--- src/bcms_pkg.sv ---
`timescale 1ns / 1ps
// ----------------------------------------------------------------------------
// bcms_pkg
// Shared types and constants for the bee colony duty search.
// ----------------------------------------------------------------------------
package bcms_pkg;

    localparam logic [31:0] LFSR_TAPS  = 32'h8020_0003;
    localparam int          SEED_BASE  = 200;
    localparam int          SEED_SPAN  = 600;
    localparam int          PHI_SCALE  = 1000;
    localparam int          DUTY_MAX   = 1000;

    // Configuration register indexes.
    localparam logic [2:0] REG_SEED     = 3'd0;
    localparam logic [2:0] REG_ABANDON  = 3'd1;
    localparam logic [2:0] REG_DIVISOR  = 3'd2;
    localparam logic [2:0] REG_FLOOR    = 3'd3;
    localparam logic [2:0] REG_CEILING  = 3'd4;

    // Search stage kept between words.
    typedef enum logic [1:0] {
        STG_IDLE     = 2'd0,
        STG_EMPLOYED = 2'd1,
        STG_ONLOOK   = 2'd2
    } stage_t;

    // Sequencer states.
    typedef enum logic [4:0] {
        SQ_WAIT,
        SQ_DIFF,
        SQ_SEED_STEP,
        SQ_SEED_WR,
        SQ_SEED_CLR,
        SQ_TRIAL_K,
        SQ_TRIAL_R,
        SQ_TRIAL_RD,
        SQ_TRIAL_MUL,
        SQ_TRIAL_DIV,
        SQ_TRIAL_FIN,
        SQ_JUDGE_RD,
        SQ_JUDGE_WR,
        SQ_SUM_RD,
        SQ_SUM_ACC,
        SQ_ONL_RD,
        SQ_ONL_DRAW,
        SQ_ONL_CMP,
        SQ_SCOUT_RD,
        SQ_SCOUT_CMP,
        SQ_SCOUT_DRAW,
        SQ_SCOUT_WR,
        SQ_PWM,
        SQ_OUT
    } seq_t;

    // One Galois LFSR step.
    function automatic logic [31:0] lfsr_step(input logic [31:0] s);
        logic [31:0] n;
        n = s >> 1;
        if (s[0]) n = n ^ LFSR_TAPS;
        return n;
    endfunction

endpackage

--- src/bee_colony_mppt_search_top.sv ---
`timescale 1ns / 1ps
// ----------------------------------------------------------------------------
// bee_colony_mppt_search_top
// Bee colony duty-cycle search for a solar converter.
// ----------------------------------------------------------------------------
// Usage: s_axis carries one power word per item (tdata = power, tuser = op:
// 0 start sample, 1 measurement of the pending trial). Each accepted word
// yields exactly one m_axis word with the next duty to apply and status flags.
// cfg_* writes the five registers by index; write only while the block idles.
// One word is worked on at a time: s_axis_tready is low from acceptance until
// its result has been taken from the output register. A stray measurement
// goes straight to the output stage. A re-seed walks every bee (BEE_COUNT),
// and the employed pass ends with a power sum over all bees; the onlooker
// pass scans bees until one is picked, and the scout search scans every bee.
// The scout scan reads the power memory one bee per cycle. A result waits
// in the output register while m_axis_tready is low; the next word can be
// taken in the cycle after it is gone.
// Reset (synchronous, aresetn low) restores register defaults, clears the
// search state and powers, and runs a clearing pass over the power and
// trial memories before s_axis_tready rises.
// ----------------------------------------------------------------------------
module bee_colony_mppt_search_top
    import bcms_pkg::*;
#(
    parameter int BEE_COUNT  = 33,
    parameter int POWER_BITS = 16
) (
    input  logic        aclk,
    input  logic        aresetn,
    input  logic        s_axis_tvalid,
    output logic        s_axis_tready,
    input  logic [((POWER_BITS+7)/8)*8-1:0] s_axis_tdata, // power
    input  logic        s_axis_tuser,                    // op
    output logic        m_axis_tvalid,
    input  logic        m_axis_tready,
    // pwm_level[7:0], duty_milli[17:8], is_trial, cycle_done, reseeded,
    // out_of_order, best_power_out[POWER_BITS+21:22], zero fill
    output logic [((POWER_BITS+22+7)/8)*8-1:0] m_axis_tdata,
    input  logic        cfg_valid,
    output logic        cfg_ready,
    input  logic [2:0]  cfg_index,
    input  logic [31:0] cfg_data
);

    localparam int IW  = (BEE_COUNT > 1) ? $clog2(BEE_COUNT) : 1;
    localparam int CW  = $clog2(BEE_COUNT + 1);
    localparam int TW  = POWER_BITS + $clog2(BEE_COUNT);
    localparam int OW  = ((POWER_BITS + 22 + 7) / 8) * 8;
    localparam logic [CW-1:0] LAST_BEE = CW'(BEE_COUNT - 1);
    localparam logic [CW-1:0] NBEE     = CW'(BEE_COUNT);
    // Reciprocals of 1000 for the trial step and the PWM level.
    localparam logic [51:0] STEP_RECIP = 52'd1099511628;
    localparam int          STEP_SHIFT = 40;
    localparam logic [36:0] PWM_RECIP  = 37'd268436;
    localparam int          PWM_SHIFT  = 28;

    // Configuration registers.
    logic [31:0] seed_reg;
    logic [7:0]  abandon_reg, divisor_reg;
    logic [9:0]  floor_reg, ceiling_reg;

    assign cfg_ready = 1'b1;

    always_ff @(posedge aclk) begin
        if (!aresetn) begin
            seed_reg    <= 32'd1;
            abandon_reg <= 8'd5;
            divisor_reg <= 8'd25;
            floor_reg   <= 10'd50;
            ceiling_reg <= 10'd950;
        end else if (cfg_valid) begin
            case (cfg_index)
                REG_SEED:    seed_reg    <= cfg_data;
                REG_ABANDON: abandon_reg <= cfg_data[7:0];
                REG_DIVISOR: divisor_reg <= cfg_data[7:0];
                REG_FLOOR:   floor_reg   <= cfg_data[9:0];
                REG_CEILING: ceiling_reg <= cfg_data[9:0];
                default: ;
            endcase
        end
    end

    // Bee memories: duty, and power with trials in one word.
    logic [9:0]                duty_mem [BEE_COUNT];
    logic [POWER_BITS+7:0]     pt_mem   [BEE_COUNT];
    logic [9:0]                duty_rd;
    logic [POWER_BITS+7:0]     pt_rd;
    logic                      duty_we, pt_we;
    logic [IW-1:0]             duty_wa, pt_wa, duty_ra, pt_ra;
    logic [9:0]                duty_wd;
    logic [POWER_BITS+7:0]     pt_wd;

    always_ff @(posedge aclk) begin
        if (duty_we) duty_mem[duty_wa] <= duty_wd;
        duty_rd <= duty_mem[duty_ra];
    end

    always_ff @(posedge aclk) begin
        if (pt_we) pt_mem[pt_wa] <= pt_wd;
        pt_rd <= pt_mem[pt_ra];
    end

    // Sequencer and search state.
    seq_t   sq_reg, sq_next;
    stage_t stage_reg, stage_next;
    logic [CW-1:0]  cur_reg, cur_next;      // bee cursor
    logic [CW-1:0]  idx_reg, idx_next;      // scan index
    logic [IW-1:0]  k_reg, k_next;
    logic [IW-1:0]  max_reg, max_next;
    logic [7:0]     maxt_reg, maxt_next;
    logic [31:0]    lfsr_reg, lfsr_next;
    logic [POWER_BITS-1:0] bestp_reg, bestp_next, prevp_reg, prevp_next;
    logic [POWER_BITS-1:0] pin_reg, pin_next;
    logic [9:0]     bestd_reg, bestd_next, pend_reg, pend_next;
    logic [TW-1:0]  total_reg, total_next;
    logic [9:0]     r_reg, r_next, di_reg, di_next;
    logic [19:0]    prod_reg, prod_next;    // magnitude of the step product
    logic           neg_reg, neg_next;      // sign of the step product
    logic signed [11:0] q_reg, q_next;
    logic [TW+9:0]  lhs_reg, lhs_next;
    logic [POWER_BITS+9:0] rhs_reg, rhs_next;
    logic           trial_reg, trial_next, done_reg, done_next;
    logic           rsd_reg, rsd_next, ooo_reg, ooo_next;
    logic [CW-1:0]  clr_reg, clr_next;
    logic           clr_busy;
    logic [17:0]    pwmp_reg, pwmp_next;
    logic [9:0]     outd_reg, outd_next;
    logic [OW-1:0]  mdata_reg, mdata_next;
    logic           mvalid_reg, mvalid_next;

    logic [31:0]    lfsr_adv;
    logic [POWER_BITS-1:0] diff;
    logic [POWER_BITS+7:0] diffm;
    logic [9:0]     draw600, draw1000, hi, lo;
    logic [IW-1:0]  draw_k;
    logic signed [11:0] nd;
    logic [POWER_BITS-1:0] bp;
    logic [7:0]     bt;
    logic [10:0]    mag_a;
    logic [9:0]     mag_b, q_mag;

    assign clr_busy = (clr_reg != NBEE);
    assign lfsr_adv = lfsr_step(lfsr_reg);
    assign draw600  = 10'((lfsr_adv[15:0] * 26'd600) >> 16);
    assign draw1000 = 10'((lfsr_adv[15:0] * 26'd1000) >> 16);
    assign draw_k   = IW'((lfsr_adv[15:0] * (IW + 16)'(BEE_COUNT - 1)) >> 16);
    assign diff     = (pin_reg > prevp_reg) ? pin_reg - prevp_reg : prevp_reg - pin_reg;
    assign diffm    = diff * divisor_reg;
    assign hi       = (ceiling_reg > 10'(DUTY_MAX)) ? 10'(DUTY_MAX) : ceiling_reg;
    assign lo       = (floor_reg > 10'(DUTY_MAX)) ? 10'(DUTY_MAX) : floor_reg;
    assign bp       = pt_rd[POWER_BITS+7:8];
    assign bt       = pt_rd[7:0];

    // Magnitudes of (2r - 1000) and (di - dk), and the step divided by 1000.
    assign mag_a = ({r_reg, 1'b0} >= 11'd1000) ? {r_reg, 1'b0} - 11'd1000
                                               : 11'd1000 - {r_reg, 1'b0};
    assign mag_b = (di_reg >= duty_rd) ? di_reg - duty_rd : duty_rd - di_reg;
    assign q_mag = 10'(({32'd0, prod_reg} * STEP_RECIP) >> STEP_SHIFT);

    always_comb begin
        nd = $signed({2'b00, di_reg}) + q_reg;
        if (nd > $signed({2'b00, hi})) nd = $signed({2'b00, hi});
        if (nd < $signed({2'b00, lo})) nd = $signed({2'b00, lo});
    end

    always_ff @(posedge aclk) begin
        if (!aresetn) begin
            sq_reg     <= SQ_WAIT;
            stage_reg  <= STG_IDLE;
            cur_reg    <= '0;
            lfsr_reg   <= 32'd1;
            bestp_reg  <= '0;
            prevp_reg  <= '0;
            bestd_reg  <= 10'd500;
            pend_reg   <= '0;
            total_reg  <= '0;
            mvalid_reg <= 1'b0;
            clr_reg    <= '0;
        end else begin
            sq_reg     <= sq_next;
            stage_reg  <= stage_next;
            cur_reg    <= cur_next;
            lfsr_reg   <= lfsr_next;
            bestp_reg  <= bestp_next;
            prevp_reg  <= prevp_next;
            bestd_reg  <= bestd_next;
            pend_reg   <= pend_next;
            total_reg  <= total_next;
            mvalid_reg <= mvalid_next;
            clr_reg    <= clr_next;
        end
    end

    always_ff @(posedge aclk) begin
        idx_reg   <= idx_next;
        k_reg     <= k_next;
        max_reg   <= max_next;
        maxt_reg  <= maxt_next;
        pin_reg   <= pin_next;
        r_reg     <= r_next;
        di_reg    <= di_next;
        prod_reg  <= prod_next;
        neg_reg   <= neg_next;
        q_reg     <= q_next;
        lhs_reg   <= lhs_next;
        rhs_reg   <= rhs_next;
        trial_reg <= trial_next;
        done_reg  <= done_next;
        rsd_reg   <= rsd_next;
        ooo_reg   <= ooo_next;
        pwmp_reg  <= pwmp_next;
        outd_reg  <= outd_next;
        mdata_reg <= mdata_next;
    end

    assign s_axis_tready = (sq_reg == SQ_WAIT) && !clr_busy && !mvalid_reg;
    assign m_axis_tvalid = mvalid_reg;
    assign m_axis_tdata  = mdata_reg;

    // Sequencer: next state and memory accesses.
    always_comb begin
        sq_next = sq_reg; stage_next = stage_reg; cur_next = cur_reg;
        idx_next = idx_reg; k_next = k_reg; max_next = max_reg;
        maxt_next = maxt_reg; lfsr_next = lfsr_reg; bestp_next = bestp_reg;
        prevp_next = prevp_reg; pin_next = pin_reg;
        bestd_next = bestd_reg; pend_next = pend_reg; total_next = total_reg;
        r_next = r_reg; di_next = di_reg; prod_next = prod_reg; q_next = q_reg;
        neg_next = neg_reg;
        lhs_next = lhs_reg; rhs_next = rhs_reg; trial_next = trial_reg;
        done_next = done_reg; rsd_next = rsd_reg; ooo_next = ooo_reg;
        pwmp_next = pwmp_reg; outd_next = outd_reg; mdata_next = mdata_reg;
        mvalid_next = mvalid_reg && !m_axis_tready;
        clr_next = clr_reg;
        duty_we = 1'b0; duty_wa = cur_reg[IW-1:0]; duty_wd = pend_reg;
        duty_ra = cur_reg[IW-1:0];
        pt_we = 1'b0; pt_wa = cur_reg[IW-1:0]; pt_wd = '0;
        pt_ra = cur_reg[IW-1:0];

        if (clr_busy) begin
            pt_we = 1'b1; pt_wa = clr_reg[IW-1:0]; pt_wd = '0;
            clr_next = clr_reg + 1'b1;
        end

        case (sq_reg)
            SQ_WAIT: begin
                if (s_axis_tvalid && s_axis_tready) begin
                    pin_next = s_axis_tdata[POWER_BITS-1:0];
                    trial_next = 1'b0; done_next = 1'b0;
                    rsd_next = 1'b0; ooo_next = 1'b0;
                    if (!s_axis_tuser) sq_next = SQ_DIFF;
                    else if (stage_reg == STG_IDLE) begin
                        ooo_next = 1'b1;
                        sq_next = SQ_PWM;
                    end else sq_next = SQ_JUDGE_RD;
                end
            end
            SQ_DIFF: begin
                prevp_next = pin_reg;
                stage_next = STG_EMPLOYED;
                cur_next = '0;
                if ({8'd0, diffm} > {8'd0, {8'd0, prevp_reg}}) begin
                    rsd_next = 1'b1;
                    lfsr_next = (seed_reg != 32'd0) ? seed_reg : 32'd1;
                    bestp_next = '0;
                    idx_next = '0;
                    sq_next = SQ_SEED_STEP;
                end else sq_next = SQ_TRIAL_K;
            end
            SQ_SEED_STEP: begin
                lfsr_next = lfsr_adv;
                di_next = 10'(SEED_BASE) + draw600;
                sq_next = SQ_SEED_WR;
            end
            SQ_SEED_WR: begin
                // Write the new duty and read the power back for the trial clear.
                duty_we = 1'b1; duty_wa = idx_reg[IW-1:0]; duty_wd = di_reg;
                pt_ra = idx_reg[IW-1:0];
                sq_next = SQ_SEED_CLR;
            end
            SQ_SEED_CLR: begin
                // Clear the trials of this bee and keep its power.
                pt_we = 1'b1; pt_wa = idx_reg[IW-1:0];
                pt_wd = {bp, 8'd0};
                if (idx_reg == LAST_BEE) sq_next = SQ_TRIAL_K;
                else begin
                    idx_next = idx_reg + 1'b1;
                    sq_next = SQ_SEED_STEP;
                end
            end
            default: ;
        endcase

        // Trials, sums and remaining states.
        case (sq_reg)
            SQ_SCOUT_RD: begin
                // Scout scan: read of idx returns now.
                if (idx_reg == '0 || bt > maxt_reg) begin
                    maxt_next = bt;
                    max_next = idx_reg[IW-1:0];
                end
                if (idx_reg == LAST_BEE) sq_next = SQ_SCOUT_CMP;
                else begin
                    idx_next = idx_reg + 1'b1;
                    pt_ra = IW'(idx_reg + 1'b1);
                    sq_next = SQ_SCOUT_RD;
                end
            end
            SQ_SCOUT_CMP: begin
                if (maxt_reg > abandon_reg) begin
                    pt_ra = max_reg;
                    sq_next = SQ_SCOUT_DRAW;
                end else sq_next = SQ_SCOUT_WR;
            end
            SQ_SCOUT_DRAW: begin
                lfsr_next = lfsr_adv;
                duty_we = 1'b1; duty_wa = max_reg;
                duty_wd = 10'(SEED_BASE) + draw600;
                pt_we = 1'b1; pt_wa = max_reg; pt_wd = {bp, 8'd0};
                sq_next = SQ_SCOUT_WR;
            end
            SQ_SCOUT_WR: begin
                stage_next = STG_IDLE;
                cur_next = '0;
                done_next = 1'b1;
                sq_next = SQ_PWM;
            end
            SQ_TRIAL_K: begin
                lfsr_next = lfsr_adv;
                k_next = (CW'(draw_k) >= cur_reg) ? IW'(draw_k + 1'b1) : draw_k;
                sq_next = SQ_TRIAL_R;
            end
            SQ_TRIAL_R: begin
                lfsr_next = lfsr_adv;
                r_next = draw1000;
                duty_ra = cur_reg[IW-1:0];
                sq_next = SQ_TRIAL_RD;
            end
            SQ_TRIAL_RD: begin
                di_next = duty_rd;
                duty_ra = k_reg;
                sq_next = SQ_TRIAL_MUL;
            end
            SQ_TRIAL_MUL: begin
                // Multiply magnitudes; the sign is kept apart.
                prod_next = 20'({9'd0, mag_a} * {10'd0, mag_b});
                neg_next = ({r_reg, 1'b0} < 11'd1000) ^ (di_reg < duty_rd);
                sq_next = SQ_TRIAL_DIV;
            end
            SQ_TRIAL_DIV: begin
                // Quotient truncated toward zero.
                q_next = neg_reg ? -$signed({2'b00, q_mag}) : $signed({2'b00, q_mag});
                sq_next = SQ_TRIAL_FIN;
            end
            SQ_TRIAL_FIN: begin
                pend_next = nd[9:0];
                trial_next = 1'b1;
                sq_next = SQ_PWM;
            end
            SQ_JUDGE_RD: begin
                pt_ra = cur_reg[IW-1:0];
                sq_next = SQ_JUDGE_WR;
            end
            SQ_JUDGE_WR: begin
                pt_we = 1'b1;
                if (pin_reg > bp) begin
                    duty_we = 1'b1; duty_wd = pend_reg;
                    pt_wd = {pin_reg, 8'd0};
                    if (pin_reg > bestp_reg) begin
                        bestp_next = pin_reg;
                        bestd_next = pend_reg;
                    end
                end else begin
                    pt_wd = {bp, (bt == 8'hFF) ? bt : bt + 8'd1};
                end
                cur_next = cur_reg + 1'b1;
                if (stage_reg == STG_EMPLOYED) begin
                    if (cur_reg == LAST_BEE) begin
                        total_next = '0;
                        idx_next = '0;
                        sq_next = SQ_SUM_RD;
                    end else sq_next = SQ_TRIAL_K;
                end else sq_next = SQ_ONL_RD;
            end
            SQ_SUM_RD: begin
                pt_ra = idx_reg[IW-1:0];
                sq_next = SQ_SUM_ACC;
            end
            SQ_SUM_ACC: begin
                total_next = total_reg + TW'(bp);
                if (idx_reg == LAST_BEE) begin
                    stage_next = STG_ONLOOK;
                    cur_next = '0;
                    sq_next = SQ_ONL_RD;
                end else begin
                    idx_next = idx_reg + 1'b1;
                    sq_next = SQ_SUM_RD;
                end
            end
            SQ_ONL_RD: begin
                if (cur_reg == NBEE) begin
                    idx_next = '0;
                    maxt_next = '0;
                    max_next = '0;
                    pt_ra = '0;
                    sq_next = SQ_SCOUT_RD;
                end else begin
                    pt_ra = cur_reg[IW-1:0];
                    sq_next = SQ_ONL_DRAW;
                end
            end
            SQ_ONL_DRAW: begin
                lfsr_next = lfsr_adv;
                lhs_next = (TW + 10)'(draw1000) * (TW + 10)'(total_reg);
                rhs_next = (POWER_BITS + 10)'(bp) * (POWER_BITS + 10)'(10'd1000);
                sq_next = SQ_ONL_CMP;
            end
            SQ_ONL_CMP: begin
                if (lhs_reg < (TW + 10)'(rhs_reg)) sq_next = SQ_TRIAL_K;
                else begin
                    cur_next = cur_reg + 1'b1;
                    sq_next = SQ_ONL_RD;
                end
            end
            SQ_PWM: begin
                outd_next = trial_reg ? pend_reg : bestd_reg;
                pwmp_next = (trial_reg ? pend_reg : bestd_reg) * 8'd255;
                sq_next = SQ_OUT;
            end
            SQ_OUT: begin
                mdata_next = '0;
                mdata_next[7:0] = 8'(({19'd0, pwmp_reg} * PWM_RECIP) >> PWM_SHIFT);
                mdata_next[17:8] = outd_reg;
                mdata_next[18] = trial_reg;
                mdata_next[19] = done_reg;
                mdata_next[20] = rsd_reg;
                mdata_next[21] = ooo_reg;
                mdata_next[POWER_BITS+21:22] = bestp_reg;
                mvalid_next = 1'b1;
                sq_next = SQ_WAIT;
            end
            default: ;
        endcase
    end

    // Assertions.
    a_one_item: assert property (@(posedge aclk) disable iff (!aresetn)
        (s_axis_tvalid && s_axis_tready) |=> !s_axis_tready)
        else $error("second word taken while busy");
    a_hold: assert property (@(posedge aclk) disable iff (!aresetn)
        (m_axis_tvalid && !m_axis_tready) |=> m_axis_tvalid && $stable(m_axis_tdata))
        else $error("result lost under stall");
    a_cursor: assert property (@(posedge aclk) disable iff (!aresetn)
        cur_reg <= NBEE)
        else $error("bee cursor out of range");
    a_idle_cursor: assert property (@(posedge aclk) disable iff (!aresetn)
        (m_axis_tvalid && m_axis_tdata[19]) |-> stage_reg == STG_IDLE)
        else $error("cycle done without idle stage");

endmodule
--- config.mk ---
export PLATFORM = sky130hd
export DESIGN_NAME = bee_colony_mppt_search_top
export DESIGN_NICKNAME = d
export VERILOG_FILES = /design/src/bcms_pkg.sv /design/src/bee_colony_mppt_search_top.sv
export SDC_FILE = /design/constraint.sdc
export NUM_CORES = 2
export LEC_CHECK = 0
export BUFFER_PORTS_ARGS = -buffer_cell sky130_fd_sc_hd__buf_2
export CORE_UTILIZATION = 60
export DETAILED_ROUTE_END_ITERATION = 10
export PLACE_DENSITY = 0.85
export SETUP_SLACK_MARGIN = 0.3
export SKIP_LAST_GASP = 1
export SYNTH_ARGS = -nofsm -noshare
export SYNTH_HDL_FRONTEND = slang
export SYNTH_SLANG_ARGS = --single-unit
--- constraint.sdc ---
create_clock -name aclk -period 16.5 [get_ports aclk]
set_input_delay 3.3 -clock aclk [delete_from_list [all_inputs] [get_ports aclk]]
set_output_delay 3.3 -clock aclk [all_outputs]
set_load 0.03 [all_outputs]
==> results.sh <==
export IMPL_hold_ws_ns=0.421
export IMPL_die_y_um=415
export IMPL_worst_path_max_delay_cell="xnor2_2"
export IMPL_arrival_ns=12.58
export IMPL_place_inst=10991
export IMPL_relSlewSlack=0.0574
export IMPL_fin_nets=10596
export IMPL_synth_xor_area_frac=0.0181
export IMPL_htree_num_levels=4
export IMPL_first_iter_violations=7987
export IMPL_tns_ns=0
export IMPL_initial_utilization=0.604
export IMPL_required_ns=17.05
export IMPL_synthMuxAreaShare=0.0331
export IMPL_synth_area_sq_mm=0.102
export IMPL_clkSinkCount=1565
export IMPL_fin_cells=11290
export IMPL_maxCapViolCount=0
export IMPL_die_w_um=415
export IMPL_maxSlewViolCount=0
export IMPL_min_period_over_period=0.729
export IMPL_status="finished clean"
export IMPL_synthDistinctLibCells=110
export IMPL_final_hold_viol_count=0
export IMPL_synthCells=8923
export IMPL_grt_ovfl_total=0
export IMPL_viasPerCell=6.31
export IMPL_via_count=71246
export IMPL_largest_reg_flops=792
export IMPL_cts_made_buffers=157
export IMPL_critical_path_class="reg2reg"
export IMPL_synth_simple_area_share=0.107
export IMPL_drc=0
export IMPL_dp_final_hpwl_um=183000
export IMPL_hp_class="reg2reg"
export IMPL_reg2reg_slack_ns=4.47
export IMPL_synth_async_sr_flop_share=0
export IMPL_synth_area_leaders="edfxtp_1 (39%), fa_1 (13%), ha_1 (11%), dfxtp_1 (4.6%), inv_1 (4.2%)"
export IMPL_synth_edff_count=1329
export IMPL_r2r_end="lhs_reg[30]"
export IMPL_setup_viol=0
export IMPL_die_area_sq_mm=0.172
export IMPL_wl_per_cell_um=24.1
export IMPL_clock_skew_ns=0.0465
export IMPL_setup_slack_ns=4.47
export IMPL_ys_flop_type="edfxtp_1"
export IMPL_areaGrowthSynthToFinish_pct=8.17
export IMPL_clk_pin_slew_worst_paths_ns=0.07
export IMPL_cts_tree="built"
export IMPL_reg2reg_depth=35
export IMPL_grt_antenna_before_repair=18
export IMPL_gr_usage_all_layers=0.316
export IMPL_critPathLaunchType="flip-flop"
export IMPL_post_cts_resize_count=0
export IMPL_tightest_slew_ns=1.41
export IMPL_rsz0062_at_grt="no"
export IMPL_crit_end="lhs_reg[30]"
export IMPL_pre_cts_ws_ns=4.70
export IMPL_grt_max_degree=216
export IMPL_avgSynthCellArea_sq_um=11.5
export IMPL_yosys_warnings=0
export IMPL_crit_fanout=23
export IMPL_endpoint_kind="flip-flop"
export IMPL_rows=151
export IMPL_drive_gt1_frac=0.0759
export IMPL_regMostFlops="pt_mem"
export IMPL_synth_seq_cells=1565
export IMPL_worstSetupStartpoint="lfsr_reg[5]"
export IMPL_place_port_buffers=96
export IMPL_seq_area_frac_synth=0.436
export IMPL_worst_skew_pair_late_latency_ns=0.84
export IMPL_cpMostUsedCell="fa_1"
export IMPL_grt_pass1_vias=73050
export IMPL_cts_hold_buf=0
export IMPL_yosys_area_top_type="edfxtp_1"
export IMPL_io_pins=100
export IMPL_critPathMaxStageDelay_ns=0.89
export IMPL_synth_most_common_cell="edfxtp_1"
export IMPL_core_area_sq_mm=0.169
export IMPL_drt_total_wl_um=272000
export IMPL_synth_compound_area_frac=0.102
export IMPL_synthTopCellsByCount="edfxtp_1 (1329), inv_1 (1150), nand2_1 (995)"
export IMPL_firstDrtPassIters=6
export IMPL_synth_top_area_share=0.390
export IMPL_synth_top_family_by_area="adder cells"
export IMPL_fmax_ghz=0.0831
export IMPL_period_needed_ns=12.03
export IMPL_grt_pass1_wl_um=419000
export IMPL_synth_fa_ha_area_frac=0.246
export IMPL_cts_root_buf="clkbuf_16"
export IMPL_postCtsSetupBuffers=0
export IMPL_timing_rr_start="lfsr_reg[5]"
export IMPL_place_gp_congestion=0.968
export IMPL_clock_path_buffers=3
export IMPL_ant_nets=0
-- cell usage in the layout (no fill, tap or decap), types with 236 or more instances in the layout --
cell type,netlist,routed
edfxtp_1,1329,1329
inv_1,1150,1150
a211oi_1,248,246
a21oi_1,338,337
nor2_1,340,301
ha_1,929,929
fa_1,678,678
and2_1,362,362
dfxtp_1,236,236
nand2_1,995,995
-- logic make-up after synthesis --
logic type | count (synthesis)
AOI/OAI and AO/OA | 1473
xor gates and xnor gates | 210
adders and majority gates | 1607
buffers and inverters | 1525
DFF | 1565
muxes | 235
other | 2
and+or+nand+nor | 2306
-- per-layer routing --
| metal | vias to the layer above | GRT usage | share of wire | routed length [um] |
|---|---|---|---|---|
| met5 | - | 0 | 0.00023 | 63 |
| met4 | 10 | 0.143 | 0.050 | 13600 |
| met2 | 4033 | 0.519 | 0.47 | 128000 |
| met1 | 35021 | 0.409 | 0.38 | 102000 |
| li1 | 31359 | - | - | - |
| met3 | 823 | 0.0614 | 0.10 | 27900 |
-- area by class of cell --
| class | instances | area (sq um) |
|---|---|---|
| Tap cell | 2218 | 2780 |
| Antenna cell | 8 | 20.0 |
| Multi-Input combinational cell | 5834 | 52200 |
| Clock inverter | 79 | 850 |
| Clock buffer | 212 | 4500 |
| Sequential cell | 1565 | 44600 |
| Timing Repair Buffer | 223 | 1490 |
| Inverter | 1151 | 4320 |
| Fill cell | 11866 | 58700 |
-- critical path, delay by kind of cell, from the launching register on --
family / cells / cell delay, ns
adder cells (fa/ha/maj): 11 / 4.94
AND/OR/NAND/NOR: 3 / 0.58
AO/OA/AOI/OAI: 15 / 4.26
XOR/XNOR: 2 / 0.98
buffers and inverters: 4 / 0.37
flip-flops: 1 / 0.63
-- worst min-delay path by stage --
stage                           start                to  slack [ns]  cells past startpoint
after CTS                     ooo_reg  m_axis_tdata[21]        0.42                      0
after detailed placement      ooo_reg  m_axis_tdata[21]        0.41                      0
after floorplan           outd_reg[2]  m_axis_tdata[10]        0.40                      0
after global placement    outd_reg[5]  m_axis_tdata[13]        0.41                      0
after global routing      outd_reg[5]  m_axis_tdata[13]        0.43                      0
final                         ooo_reg  m_axis_tdata[21]        0.42                      0
-- through the flow --
stage	instance area, sq um	util
finish	111000	0.654
global route	111000	0.654
CTS	111000	0.654
global placement	105000	0.622
detailed placement	105000	0.622
floorplan	102000	-
Power is not shown: default switching activity piles up to over one toggle a cycle in this logic, so the estimate is an artifact.
